`src/sv/wcts_pkg.sv`:
```
// shared types and constants of the weighted class transmit scheduler
`timescale 1ns / 1ps

package wcts_pkg;

  // payload field widths
  localparam int FUNC_W   = 3;
  localparam int CLASS_W  = 3;
  localparam int TAG_W    = 8;
  localparam int STATUS_W = 2;
  localparam int TOTAL_W  = 7;

  // scheduler state widths
  localparam int ACC_W    = 18;
  localparam int WEIGHT_W = 8;
  localparam int WRAP_W   = 10;

  // configuration port
  localparam int CFG_AW   = 5;
  localparam int CFG_DW   = 32;
  localparam int NUM_WREGS = 5;

  // register indexes
  localparam logic [2:0] REG_MODE = 3'd0;
  localparam logic [2:0] REG_W0   = 3'd1;
  localparam logic [2:0] REG_W1   = 3'd2;
  localparam logic [2:0] REG_W2   = 3'd3;
  localparam logic [2:0] REG_W3   = 3'd4;
  localparam logic [2:0] REG_W4   = 3'd5;
  localparam logic [2:0] REG_WRAP = 3'd6;

  // register reset values
  localparam logic                RST_MODE = 1'b1;
  localparam logic [WEIGHT_W-1:0] RST_W0   = 8'd1;
  localparam logic [WEIGHT_W-1:0] RST_W1   = 8'd1;
  localparam logic [WEIGHT_W-1:0] RST_W2   = 8'd3;
  localparam logic [WEIGHT_W-1:0] RST_W3   = 8'd12;
  localparam logic [WEIGHT_W-1:0] RST_W4   = 8'd48;
  localparam logic [WRAP_W-1:0]   RST_WRAP = 10'd200;

  // command codes
  localparam logic [FUNC_W-1:0] FN_ENQ     = 3'd0;
  localparam logic [FUNC_W-1:0] FN_DEQ     = 3'd1;
  localparam logic [FUNC_W-1:0] FN_DONE    = 3'd2;
  localparam logic [FUNC_W-1:0] FN_RESCAN  = 3'd3;
  localparam logic [FUNC_W-1:0] FN_CHANGED = 3'd4;

  // status codes
  localparam logic [STATUS_W-1:0] ST_OK      = 2'd0;
  localparam logic [STATUS_W-1:0] ST_DROP    = 2'd1;
  localparam logic [STATUS_W-1:0] ST_IGNORED = 2'd2;

  // class selection handed from the arbiter
  typedef struct packed {
    logic               chosen;
    logic [CLASS_W-1:0] cls;
  } pick_t;

endpackage

```
`src/sv/wcts_in_if.sv`:
```
// command channel of the scheduler
`timescale 1ns / 1ps

interface wcts_in_if import wcts_pkg::*; ();
  logic                valid;
  logic                ready;
  logic [FUNC_W-1:0]   func;
  logic [CLASS_W-1:0]  msg_class;
  logic [TAG_W-1:0]    msg_tag;
  logic                new_transfer;

  modport source (output valid, func, msg_class, msg_tag, new_transfer, input ready);
  modport sink   (input valid, func, msg_class, msg_tag, new_transfer, output ready);
endinterface

```
`src/sv/wcts_out_if.sv`:
```
// result channel of the scheduler
`timescale 1ns / 1ps

interface wcts_out_if import wcts_pkg::*; ();
  logic                valid;
  logic                ready;
  logic                grant_valid;
  logic                class_chosen;
  logic [CLASS_W-1:0]  grant_class;
  logic [TAG_W-1:0]    grant_tag;
  logic [STATUS_W-1:0] status;
  logic [TOTAL_W-1:0]  outstanding_total;

  modport source (output valid, grant_valid, class_chosen, grant_class, grant_tag, status,
                  outstanding_total, input ready);
  modport sink   (input valid, grant_valid, class_chosen, grant_class, grant_tag, status,
                  outstanding_total, output ready);
endinterface

```
`src/sv/weighted_class_tx_scheduler_unit.sv`:
```
// top level of the weighted class transmit scheduler
//
//   channel   direction  handshake          word
//   in_if     in         valid/ready        func, msg_class, msg_tag, new_transfer
//   out_if    out        valid/ready        grant and status fields, outstanding_total
//   cfg_*     in         apb write / read   weight_mode, weight_class0..4, wrap_limit
//
// One command is taken per cycle unless out_if.ready holds the result stage.
// All per-class counters, the arbiter and the weight update settle in the accept
// cycle; the tag memory has one write and one read port, read data registered.
// A result stage and an output register follow, so one more command is taken
// while a result waits on out_if.ready. Reset is synchronous, active low, and
// clears all counters; the tag memory is not cleared and needs no sweep.
`timescale 1ns / 1ps

module weighted_class_tx_scheduler_unit import wcts_pkg::*; #(
  parameter int FIFO_DEPTH  = 16,
  parameter int NUM_CLASSES = 5
) (
  input  logic               clk,
  input  logic               rst_n,
  wcts_in_if.sink            in_if,
  wcts_out_if.source         out_if,
  input  logic               cfg_psel,
  input  logic               cfg_penable,
  input  logic               cfg_pwrite,
  input  logic [CFG_AW-1:0]  cfg_paddr,
  input  logic [CFG_DW-1:0]  cfg_pwdata,
  output logic [CFG_DW-1:0]  cfg_prdata,
  output logic               cfg_pready
);

  localparam int PTR_W     = $clog2(FIFO_DEPTH);
  localparam int CNT_W     = $clog2(FIFO_DEPTH + 1);
  localparam int STICKY_W  = $clog2(NUM_CLASSES + 1);
  localparam int CIDX_W    = $clog2(NUM_CLASSES);
  localparam int MEM_DEPTH = NUM_CLASSES * FIFO_DEPTH;
  localparam int ADDR_W    = $clog2(MEM_DEPTH);
  localparam int TOT_W     = $clog2(MEM_DEPTH + 1);

  localparam logic [STICKY_W-1:0] STICKY_NONE = STICKY_W'(NUM_CLASSES);
  localparam logic [CLASS_W:0]    NCLS        = (CLASS_W + 1)'(NUM_CLASSES);
  localparam logic [CNT_W-1:0]    DEPTH_CNT   = CNT_W'(FIFO_DEPTH);
  localparam logic [PTR_W-1:0]    LAST_SLOT   = PTR_W'(FIFO_DEPTH - 1);

  // configuration registers
  logic                mode_r;
  logic [WEIGHT_W-1:0] wreg_r [NUM_WREGS];
  logic [WRAP_W-1:0]   wrap_r;
  logic                cfg_we;

  // per-class queue and scheduling state
  logic [PTR_W-1:0] head_r    [NUM_CLASSES];
  logic [PTR_W-1:0] head_nxt  [NUM_CLASSES];
  logic [PTR_W-1:0] tail_r    [NUM_CLASSES];
  logic [PTR_W-1:0] tail_nxt  [NUM_CLASSES];
  logic [CNT_W-1:0] fill_r    [NUM_CLASSES];
  logic [CNT_W-1:0] fill_nxt  [NUM_CLASSES];
  logic [CNT_W-1:0] wait_r    [NUM_CLASSES];
  logic [CNT_W-1:0] wait_nxt  [NUM_CLASSES];
  logic [CNT_W-1:0] outst_r   [NUM_CLASSES];
  logic [CNT_W-1:0] outst_nxt [NUM_CLASSES];
  logic [NUM_CLASSES-1:0][ACC_W-1:0] acc_r;
  logic [NUM_CLASSES-1:0][ACC_W-1:0] acc_nxt;
  logic [WRAP_W-1:0]   pick_r;
  logic [WRAP_W-1:0]   pick_nxt;
  logic                change_r;
  logic                change_nxt;
  logic [STICKY_W-1:0] sticky_r;
  logic [STICKY_W-1:0] sticky_nxt;

  // command decode and arbitration
  logic                          accept;
  logic                          cls_ok;
  logic [CIDX_W-1:0]             cidx;
  logic [CIDX_W-1:0]             jidx;
  logic [NUM_CLASSES-1:0]        busy;
  logic [NUM_CLASSES-1:0][WEIGHT_W-1:0] wvec;
  pick_t                         pick;
  logic                          gvalid;
  logic [STATUS_W-1:0]           status;
  logic [TOT_W-1:0]              tot_sum;

  // tag memory
  logic [TAG_W-1:0]  tag_mem [MEM_DEPTH];
  logic [TAG_W-1:0]  mem_q_r;
  logic              mem_we;
  logic [ADDR_W-1:0] wr_addr;
  logic [ADDR_W-1:0] rd_addr;

  // result stage and output register
  logic                s1_v_r;
  logic                s1_gvalid_r;
  logic                s1_chosen_r;
  logic [CLASS_W-1:0]  s1_class_r;
  logic [STATUS_W-1:0] s1_status_r;
  logic [TOTAL_W-1:0]  s1_total_r;
  logic                s1_move;
  logic                s2_v_r;
  logic                s2_gvalid_r;
  logic                s2_chosen_r;
  logic [CLASS_W-1:0]  s2_class_r;
  logic [TAG_W-1:0]    s2_tag_r;
  logic [STATUS_W-1:0] s2_status_r;
  logic [TOTAL_W-1:0]  s2_total_r;

  // apb register port
  assign cfg_pready = 1'b1;
  assign cfg_we     = cfg_psel & cfg_penable & cfg_pwrite;

  always_ff @(posedge clk) begin
    if (!rst_n) begin
      mode_r    <= RST_MODE;
      wreg_r[0] <= RST_W0;
      wreg_r[1] <= RST_W1;
      wreg_r[2] <= RST_W2;
      wreg_r[3] <= RST_W3;
      wreg_r[4] <= RST_W4;
      wrap_r    <= RST_WRAP;
    end else if (cfg_we) begin
      case (cfg_paddr[4:2])
        REG_MODE: mode_r    <= cfg_pwdata[0];
        REG_W0:   wreg_r[0] <= cfg_pwdata[WEIGHT_W-1:0];
        REG_W1:   wreg_r[1] <= cfg_pwdata[WEIGHT_W-1:0];
        REG_W2:   wreg_r[2] <= cfg_pwdata[WEIGHT_W-1:0];
        REG_W3:   wreg_r[3] <= cfg_pwdata[WEIGHT_W-1:0];
        REG_W4:   wreg_r[4] <= cfg_pwdata[WEIGHT_W-1:0];
        REG_WRAP: wrap_r    <= cfg_pwdata[WRAP_W-1:0];
        default: ;
      endcase
    end
  end

  always_comb begin
    case (cfg_paddr[4:2])
      REG_MODE: cfg_prdata = CFG_DW'(mode_r);
      REG_W0:   cfg_prdata = CFG_DW'(wreg_r[0]);
      REG_W1:   cfg_prdata = CFG_DW'(wreg_r[1]);
      REG_W2:   cfg_prdata = CFG_DW'(wreg_r[2]);
      REG_W3:   cfg_prdata = CFG_DW'(wreg_r[3]);
      REG_W4:   cfg_prdata = CFG_DW'(wreg_r[4]);
      REG_WRAP: cfg_prdata = CFG_DW'(wrap_r);
      default:  cfg_prdata = '0;
    endcase
  end

  // per-class weight, one when mode_r is clear and for classes past the weight registers
  for (genvar c = 0; c < NUM_CLASSES; c++) begin : g_wvec
    if (c < NUM_WREGS) begin : g_reg
      assign wvec[c] = mode_r ? wreg_r[c] : WEIGHT_W'(1);
    end else begin : g_one
      assign wvec[c] = WEIGHT_W'(1);
    end
    assign busy[c] = (outst_r[c] != '0);
  end

  // handshake: a command enters when the result stage is free or draining
  assign s1_move     = s1_v_r & (~s2_v_r | out_if.ready);
  assign in_if.ready = ~s1_v_r | s1_move;
  assign accept      = in_if.valid & in_if.ready;

  assign cls_ok = ({1'b0, in_if.msg_class} < NCLS);
  assign cidx   = in_if.msg_class[CIDX_W-1:0];
  assign jidx   = pick.cls[CIDX_W-1:0];

  wcts_arb #(
    .NUM_CLASSES (NUM_CLASSES)
  ) u_arb (
    .busy         (busy),
    .acc          (acc_r),
    .sticky       (sticky_r),
    .new_transfer (in_if.new_transfer),
    .pick         (pick)
  );

  // read-modify-write of the class state for one command
  always_comb begin
    head_nxt   = head_r;
    tail_nxt   = tail_r;
    fill_nxt   = fill_r;
    wait_nxt   = wait_r;
    outst_nxt  = outst_r;
    acc_nxt    = acc_r;
    pick_nxt   = pick_r;
    change_nxt = change_r;
    sticky_nxt = sticky_r;
    gvalid     = 1'b0;
    status     = ST_OK;
    mem_we     = 1'b0;
    wr_addr    = ADDR_W'(cidx * FIFO_DEPTH) + ADDR_W'(tail_r[cidx]);
    rd_addr    = ADDR_W'(jidx * FIFO_DEPTH) + ADDR_W'(head_r[jidx]);
    case (in_if.func)
      FN_ENQ: begin
        if (!cls_ok || fill_r[cidx] >= DEPTH_CNT) begin
          status = ST_DROP;
        end else begin
          mem_we         = 1'b1;
          tail_nxt[cidx] = (tail_r[cidx] == LAST_SLOT) ? '0 : tail_r[cidx] + 1'b1;
          fill_nxt[cidx] = fill_r[cidx] + 1'b1;
          wait_nxt[cidx] = wait_r[cidx] + 1'b1;
        end
      end
      FN_DEQ: begin
        if (in_if.new_transfer) begin
          sticky_nxt = STICKY_NONE;
        end
        if (pick.chosen) begin
          sticky_nxt    = STICKY_W'(pick.cls);
          acc_nxt[jidx] = acc_r[jidx] + ACC_W'(wvec[jidx]);
          if (pick_r >= wrap_r || change_r) begin
            acc_nxt    = '0;
            pick_nxt   = '0;
            change_nxt = 1'b0;
          end else begin
            pick_nxt = pick_r + 1'b1;
          end
          if (fill_r[jidx] > wait_r[jidx]) begin
            gvalid         = 1'b1;
            head_nxt[jidx] = (head_r[jidx] == LAST_SLOT) ? '0 : head_r[jidx] + 1'b1;
            fill_nxt[jidx] = fill_r[jidx] - 1'b1;
          end
        end
      end
      FN_DONE: begin
        if (!cls_ok || outst_r[cidx] == '0) begin
          status = ST_IGNORED;
        end else begin
          outst_nxt[cidx] = outst_r[cidx] - 1'b1;
        end
      end
      FN_RESCAN: begin
        // admit every waiting tag once nothing is outstanding
        if (busy == '0) begin
          for (int c = 0; c < NUM_CLASSES; c++) begin
            outst_nxt[c] = wait_r[c];
            wait_nxt[c]  = '0;
          end
        end
      end
      FN_CHANGED: change_nxt = 1'b1;
      default: ;
    endcase
  end

  // outstanding total after the command
  always_comb begin
    tot_sum = '0;
    for (int c = 0; c < NUM_CLASSES; c++) begin
      tot_sum = tot_sum + TOT_W'(outst_nxt[c]);
    end
  end

  // class state registers
  always_ff @(posedge clk) begin
    if (!rst_n) begin
      for (int c = 0; c < NUM_CLASSES; c++) begin
        head_r[c]  <= '0;
        tail_r[c]  <= '0;
        fill_r[c]  <= '0;
        wait_r[c]  <= '0;
        outst_r[c] <= '0;
      end
      acc_r    <= '0;
      pick_r   <= '0;
      change_r <= 1'b0;
      sticky_r <= STICKY_NONE;
    end else if (accept) begin
      head_r   <= head_nxt;
      tail_r   <= tail_nxt;
      fill_r   <= fill_nxt;
      wait_r   <= wait_nxt;
      outst_r  <= outst_nxt;
      acc_r    <= acc_nxt;
      pick_r   <= pick_nxt;
      change_r <= change_nxt;
      sticky_r <= sticky_nxt;
    end
  end

  // tag memory, one write and one registered read
  always_ff @(posedge clk) begin
    if (accept && mem_we) begin
      tag_mem[wr_addr] <= in_if.msg_tag;
    end
    if (accept) begin
      mem_q_r <= tag_mem[rd_addr];
    end
  end

  // result stage, lines up with the memory read data
  always_ff @(posedge clk) begin
    if (!rst_n) begin
      s1_v_r <= 1'b0;
    end else if (accept) begin
      s1_v_r <= 1'b1;
    end else if (s1_move) begin
      s1_v_r <= 1'b0;
    end
  end

  always_ff @(posedge clk) begin
    if (accept) begin
      s1_gvalid_r <= (in_if.func == FN_DEQ) & gvalid;
      s1_chosen_r <= (in_if.func == FN_DEQ) & pick.chosen;
      s1_class_r  <= ((in_if.func == FN_DEQ) && pick.chosen) ? pick.cls : '0;
      s1_status_r <= status;
      s1_total_r  <= TOTAL_W'(tot_sum);
    end
  end

  // output register
  always_ff @(posedge clk) begin
    if (!rst_n) begin
      s2_v_r <= 1'b0;
    end else if (s1_move) begin
      s2_v_r <= 1'b1;
    end else if (out_if.ready) begin
      s2_v_r <= 1'b0;
    end
  end

  always_ff @(posedge clk) begin
    if (s1_move) begin
      s2_gvalid_r <= s1_gvalid_r;
      s2_chosen_r <= s1_chosen_r;
      s2_class_r  <= s1_class_r;
      s2_tag_r    <= s1_gvalid_r ? mem_q_r : '0;
      s2_status_r <= s1_status_r;
      s2_total_r  <= s1_total_r;
    end
  end

  assign out_if.valid             = s2_v_r;
  assign out_if.grant_valid       = s2_gvalid_r;
  assign out_if.class_chosen      = s2_chosen_r;
  assign out_if.grant_class       = s2_class_r;
  assign out_if.grant_tag         = s2_tag_r;
  assign out_if.status            = s2_status_r;
  assign out_if.outstanding_total = s2_total_r;

`ifndef ASSERT_OFF
  // a handed-out tag always comes with a selected class
  a_grant_has_class: assert property (@(posedge clk) disable iff (!rst_n)
    out_if.valid && out_if.grant_valid |-> out_if.class_chosen)
    else $error("grant without a chosen class");

  // a chosen class becomes the sticky class
  a_sticky_follows: assert property (@(posedge clk) disable iff (!rst_n)
    s1_v_r && s1_chosen_r |-> sticky_r == STICKY_W'(s1_class_r))
    else $error("sticky class does not follow the pick");

  // waiting tags are always held in their fifo
  for (genvar c = 0; c < NUM_CLASSES; c++) begin : g_chk
    a_wait_le_fill: assert property (@(posedge clk) disable iff (!rst_n)
      wait_r[c] <= fill_r[c])
      else $error("more waiting tags than fifo entries");
  end
`endif

endmodule

```
`src/sv/wcts_arb.sv`:
```
// class arbiter: sticky class or least accumulated weight among busy classes
`timescale 1ns / 1ps

module wcts_arb import wcts_pkg::*; #(
  parameter int NUM_CLASSES = 5
) (
  input  logic [NUM_CLASSES-1:0]            busy,
  input  logic [NUM_CLASSES-1:0][ACC_W-1:0] acc,
  input  logic [$clog2(NUM_CLASSES+1)-1:0]  sticky,
  input  logic                              new_transfer,
  output pick_t                             pick
);

  localparam int STICKY_W = $clog2(NUM_CLASSES + 1);

  logic               stay;
  logic               found;
  logic [CLASS_W-1:0] best;
  logic [ACC_W-1:0]   best_acc;

  // sticky hit, else lowest weight with lowest index on a tie
  always_comb begin
    stay     = 1'b0;
    found    = 1'b0;
    best     = '0;
    best_acc = '0;
    for (int c = 0; c < NUM_CLASSES; c++) begin
      if (!new_transfer && sticky == STICKY_W'(c) && busy[c]) begin
        stay = 1'b1;
      end
      if (busy[c] && (!found || acc[c] < best_acc)) begin
        found    = 1'b1;
        best     = CLASS_W'(c);
        best_acc = acc[c];
      end
    end
    pick.chosen = stay | found;
    pick.cls    = stay ? CLASS_W'(sticky) : best;
  end

endmodule

```
`src/flat_wrapper.sv`:
```
// flat-port wrapper written by rule: the top's interface ports become plain ports
module weighted_class_tx_scheduler_unit_flat import wcts_pkg::*;
#(
  parameter int FIFO_DEPTH  = 16,
  parameter int NUM_CLASSES = 5
)
  (clk, rst_n, cfg_psel, cfg_penable, cfg_pwrite, cfg_paddr, cfg_pwdata, cfg_prdata, cfg_pready, in_if_valid, in_if_func, in_if_msg_class, in_if_msg_tag, in_if_new_transfer, in_if_ready, out_if_valid, out_if_grant_valid, out_if_class_chosen, out_if_grant_class, out_if_grant_tag, out_if_status, out_if_outstanding_total, out_if_ready);
  wcts_in_if in_if_i ();
  wcts_out_if out_if_i ();
  input  logic clk;
  input  logic rst_n;
  input  logic cfg_psel;
  input  logic cfg_penable;
  input  logic cfg_pwrite;
  input  logic [CFG_AW-1:0] cfg_paddr;
  input  logic [CFG_DW-1:0] cfg_pwdata;
  output logic [CFG_DW-1:0] cfg_prdata;
  output logic cfg_pready;
  input wire logic [$bits(in_if_i.valid)-1:0] in_if_valid;
  input wire logic [$bits(in_if_i.func)-1:0] in_if_func;
  input wire logic [$bits(in_if_i.msg_class)-1:0] in_if_msg_class;
  input wire logic [$bits(in_if_i.msg_tag)-1:0] in_if_msg_tag;
  input wire logic [$bits(in_if_i.new_transfer)-1:0] in_if_new_transfer;
  output wire logic [$bits(in_if_i.ready)-1:0] in_if_ready;
  output wire logic [$bits(out_if_i.valid)-1:0] out_if_valid;
  output wire logic [$bits(out_if_i.grant_valid)-1:0] out_if_grant_valid;
  output wire logic [$bits(out_if_i.class_chosen)-1:0] out_if_class_chosen;
  output wire logic [$bits(out_if_i.grant_class)-1:0] out_if_grant_class;
  output wire logic [$bits(out_if_i.grant_tag)-1:0] out_if_grant_tag;
  output wire logic [$bits(out_if_i.status)-1:0] out_if_status;
  output wire logic [$bits(out_if_i.outstanding_total)-1:0] out_if_outstanding_total;
  input wire logic [$bits(out_if_i.ready)-1:0] out_if_ready;
  assign in_if_i.valid = in_if_valid;
  assign in_if_i.func = in_if_func;
  assign in_if_i.msg_class = in_if_msg_class;
  assign in_if_i.msg_tag = in_if_msg_tag;
  assign in_if_i.new_transfer = in_if_new_transfer;
  assign in_if_ready = in_if_i.ready;
  assign out_if_valid = out_if_i.valid;
  assign out_if_grant_valid = out_if_i.grant_valid;
  assign out_if_class_chosen = out_if_i.class_chosen;
  assign out_if_grant_class = out_if_i.grant_class;
  assign out_if_grant_tag = out_if_i.grant_tag;
  assign out_if_status = out_if_i.status;
  assign out_if_outstanding_total = out_if_i.outstanding_total;
  assign out_if_i.ready = out_if_ready;
  weighted_class_tx_scheduler_unit #(.FIFO_DEPTH(FIFO_DEPTH), .NUM_CLASSES(NUM_CLASSES)) u_core (.clk(clk), .rst_n(rst_n), .in_if(in_if_i), .out_if(out_if_i), .cfg_psel(cfg_psel), .cfg_penable(cfg_penable), .cfg_pwrite(cfg_pwrite), .cfg_paddr(cfg_paddr), .cfg_pwdata(cfg_pwdata), .cfg_prdata(cfg_prdata), .cfg_pready(cfg_pready));
endmodule
```
`config.mk`:
```
export PLATFORM = sky130hd
export DESIGN_NAME = weighted_class_tx_scheduler_unit_flat
export DESIGN_NICKNAME = d
export VERILOG_FILES = /design/src/sv/wcts_pkg.sv /design/src/sv/wcts_in_if.sv /design/src/sv/wcts_out_if.sv /design/src/sv/weighted_class_tx_scheduler_unit.sv /design/src/sv/wcts_arb.sv /design/src/flat_wrapper.sv
export SDC_FILE = /design/constraint.sdc
export NUM_CORES = 2
export LEC_CHECK = 0
export BUFFER_PORTS_ARGS = -buffer_cell sky130_fd_sc_hd__buf_2
export CORE_ASPECT_RATIO = 0.75
export CORE_MARGIN = 2
export CORE_UTILIZATION = 30
export CTS_BUF_LIST = sky130_fd_sc_hd__clkbuf_16
export DETAILED_ROUTE_END_ITERATION = 8
export PLACE_DENSITY = 0.4
export SETUP_SLACK_MARGIN = 0.5
export SLEW_MARGIN = 25
export SYNTH_ARGS = -nofsm -noshare
export SYNTH_HDL_FRONTEND = slang
export SYNTH_SLANG_ARGS = --single-unit
```
`constraint.sdc`:
```
create_clock -name clk -period 40 [get_ports clk]
set_input_delay 8 -clock clk [delete_from_list [all_inputs] [get_ports clk]]
set_output_delay 8 -clock clk [all_outputs]
set_load 0.05 [all_outputs]
```
==> reports/qor.yml <==
status: "finished, final reports clean"
worstMarginPinSlew_ns: 1.16
die_h_um: 339
reg2reg_slack_ns: 22.47
rows: 122
first_iter_violations: 3267
grt_pass1_wl_mm: 226
avgSynthCellArea_sq_um: 11.2
yosysWarnings: 0
n_fill_cell: 15000
synth_top_area_share_pct: 48.5
powerDensity_nw_per_um2: 67.5
gr-total-overflow: 0
timing.max_cap.violations: 0
fin_crit_sh_pct: 44.1
drc: 0
worstRegToRegCells: 52
ant_nets: 0
die_area_sq_um: 153000
wl_mm: 156
hold_start: "u_core.s1_status_r[1]"
synth_area_leader_cell: "edfxtp_1"
io_buffer_count: 68
ys_types: 97
dp_hpwl_mm: 103
worstSetupEndpointType: "primary output"
p_leak_nw: 17.7
vias: 32100
insertion_delay_ns: 0.76
synth_compound_area_share_pct: 12.8
core_sq_um: 148000
synth_cells: 3992
cts-root-buf: "clkbuf_16"
synth_top_family_by_area: "simple AND/OR/NAND/NOR gates"
synth_common_cells: "edfxtp_1 (724), nand2_1 (550), nor2_1 (407)"
htreeDepth: 3
synth_seq_area_share_pct: 58.8
rsz0062_at_grt: "no"
clock_sinks: 956
min_period_ns: 17.64
synthFlopType: "edfxtp_1"
clock_path_buffers: 3
crit_type: "input port to primary output"
synth_xor_area_share_pct: 0.839
min_to: "u_core.out_if.status[1]"
pin_count: 116
vdd.ir_drop.worst_uv: 82.8
final_cells: 6106
seq_area_sq_um: 26400
cp.arrival_ns: 9.64
r2r_end: "u_core.mem_q_r[0]"
area_delta_synth_final_pct: 13.2
synthMuxAreaShare_pct: 6.68
cts_resized: 0
multiInputGateArea_sq_um: 17200
hold_class: "register to register"
fmax_mhz: 56.7
grt_max_degree: 129
die_w_um: 451
setup_tns_ns: 0
crit_fanout: 18
place.gp.congestion: 0.851
rr_startpoint: "u_core.outst_r[20]"
fin_worst_skew_ns: 0.0439
finalPower_mw: 3.43
placed_cells: 5902
worstSetupStartpointType: "input port"
fin_nets: 4211
hold_depth: 0
slew_viol_final: 0
slew_headroom_pct: 22.5
synthSimpleGateAreaFrac_pct: 13.8
syn_area_sq_um: 44900
drive_gt1_share_pct: 10.2
drt_first_pass_iters: 5
yosysMostFrequentCell: "edfxtp_1"
holdWs_ns: 0.415
fin_ws_ns: 22.36
setup_violations: 0
viasPerCell: 5.26
start_util_pct: 30.3
post-cts-setup-buffer-count: 0
antenna_found_initial: 10
synthAdderAreaFrac_pct: 3.60
wl_per_cell_um: 25.6
place_ws_ns: 22.37
cts_made_buffers: 106
cts_hold_buf: 0
synth_enable_flop_cells: 724
grt_use_total_pct: 20.1
ys_seq_elements: 956
synth_area_leaders: "edfxtp_1 (48%), dfxtp_1 (10%), mux2i_1 (4.9%)"
final-hold-violation-count: 0
clkTransAtPathRegs_ns: 0.06
crit_required_ns: 32.00
cts_tree: "built"
synth-async-reset-ratio_pct: 0
first_global_vias: 30800
==> worst max-delay path: stages <==
cell and delay [ns]:
buf_2 0.38, inv_1 0.30, and3_1 0.35, a221o_1 0.39, buf_2 0.21
==> cell families after synthesis <==
logic type / count (synthesis)
flops: 956
xor+xnor: 43
compound gates: 866
fa+ha+maj: 122
mux: 271
simple gates: 1393
buf+inv: 339
other cells: 2
==> per-layer routing <==
layer  vias to the layer above  part of all wire (%)  track usage [%]
li1                      14900                     -                -
met1                     16100                    52             32.1
met2                       879                    40             27.1
met3                       160                   7.3             4.80
met4                         6                   1.5             3.69
met5                         -                 0.021                0
==> how the worst max path moves through the flow <==
stage                       startpoint          endpoint  cells past startpoint  slack, ns
floorplan                 cfg_paddr[3]     cfg_prdata[3]                      5      22.09
CTS                       cfg_paddr[2]     cfg_prdata[2]                      5      22.37
global route        u_core.outst_r[20]  u_core.acc_r[31]                     61      21.53
global placement          cfg_paddr[2]     cfg_prdata[5]                      5      22.36
finish                    cfg_paddr[2]     cfg_prdata[2]                      5      22.36
detailed placement        cfg_paddr[2]     cfg_prdata[2]                      5      22.37
==> report_power, final <==
group | switching [mW] | total [mW] | internal, mW
clock | 0.427 | 0.935 | 0.508
combinational | 1.00 | 1.39 | 0.388
sequential | 0.0104 | 1.10 | 1.09
total | 1.44 | 3.43 | 1.99
==> sequential cells by signal, summed over array words and instances (netlist names), 7 cells and up <==
name,flops
u_core.acc_r,90
u_core.outst_r,25
u_core.head_r,20
u_core.fill_r,25
u_core.wait_r,25
u_core.out_if.grant_tag,8
u_core.pick_r,10
u_core.out_if.outstanding_total,7
u_core.mem_q_r,8
u_core.s1_total_r,7
u_core.wrap_r,10
u_core.wreg_r,40
u_core.tail_r,20
u_core.tag_mem,640
==> placed cells by master, fill, tap and decap left out, types with 13 or more instances in the layout <==
cell       synthesis  layout
nor2_2             2      15
a21o_1            24      24
buf_2             48      60
a211oi_1          36      36
and3_1            25      25
a22oi_1          123     122
o211ai_1          26      26
nor2_1           407     387
o2111ai_1         13      13
dfxtp_1          232     232
and2_1            30      30
o22ai_1           78      76
clkinv_1           1      26
edfxtp_1         724     724
mux2_2            32      32
nor2b_1           20      19
clkinv_2           0      19
a221oi_1          16      16
mux2i_1          219     219
inv_1             93     119
clkbuf_16          0     106
ha_1             110     110
xor2_1            17      17
o21ai_0          145     141
buf_4             38      86
mux4_2            18      18
a21oi_1          191     191
o22a_1            13      13
nor3_1            35      32
a31oi_1           63      63
xnor2_1           26      26
nand4_1           38      38
nand2_1          550     549
nand3_1          182     182
conb_1             2      23
nand2b_1          22      22
or3_1             15      15
==> through the flow <==
stage          utilization, %  cell area, sq um
3_3_place_gp             32.0             47300
5_1_grt                  34.3             50800
6_report                 34.3             50800
4_1_cts                  34.2             50600
2_1_floorplan               -             44900
3_5_place_dp             32.0             47400
==> final cells by class <==
type / count / area share (%)
clock inverter: 90 / 1.16
clock buffer: 106 / 5.22
timing repair buffer: 152 / 2.17
sequential: 956 / 52.0
inverter: 96 / 0.729
antenna: 4 / 0.0197
tap: 1984 / 4.89
multi-input combinational: 2718 / 33.8
Note: power is estimated with default switching activity, not from simulation.
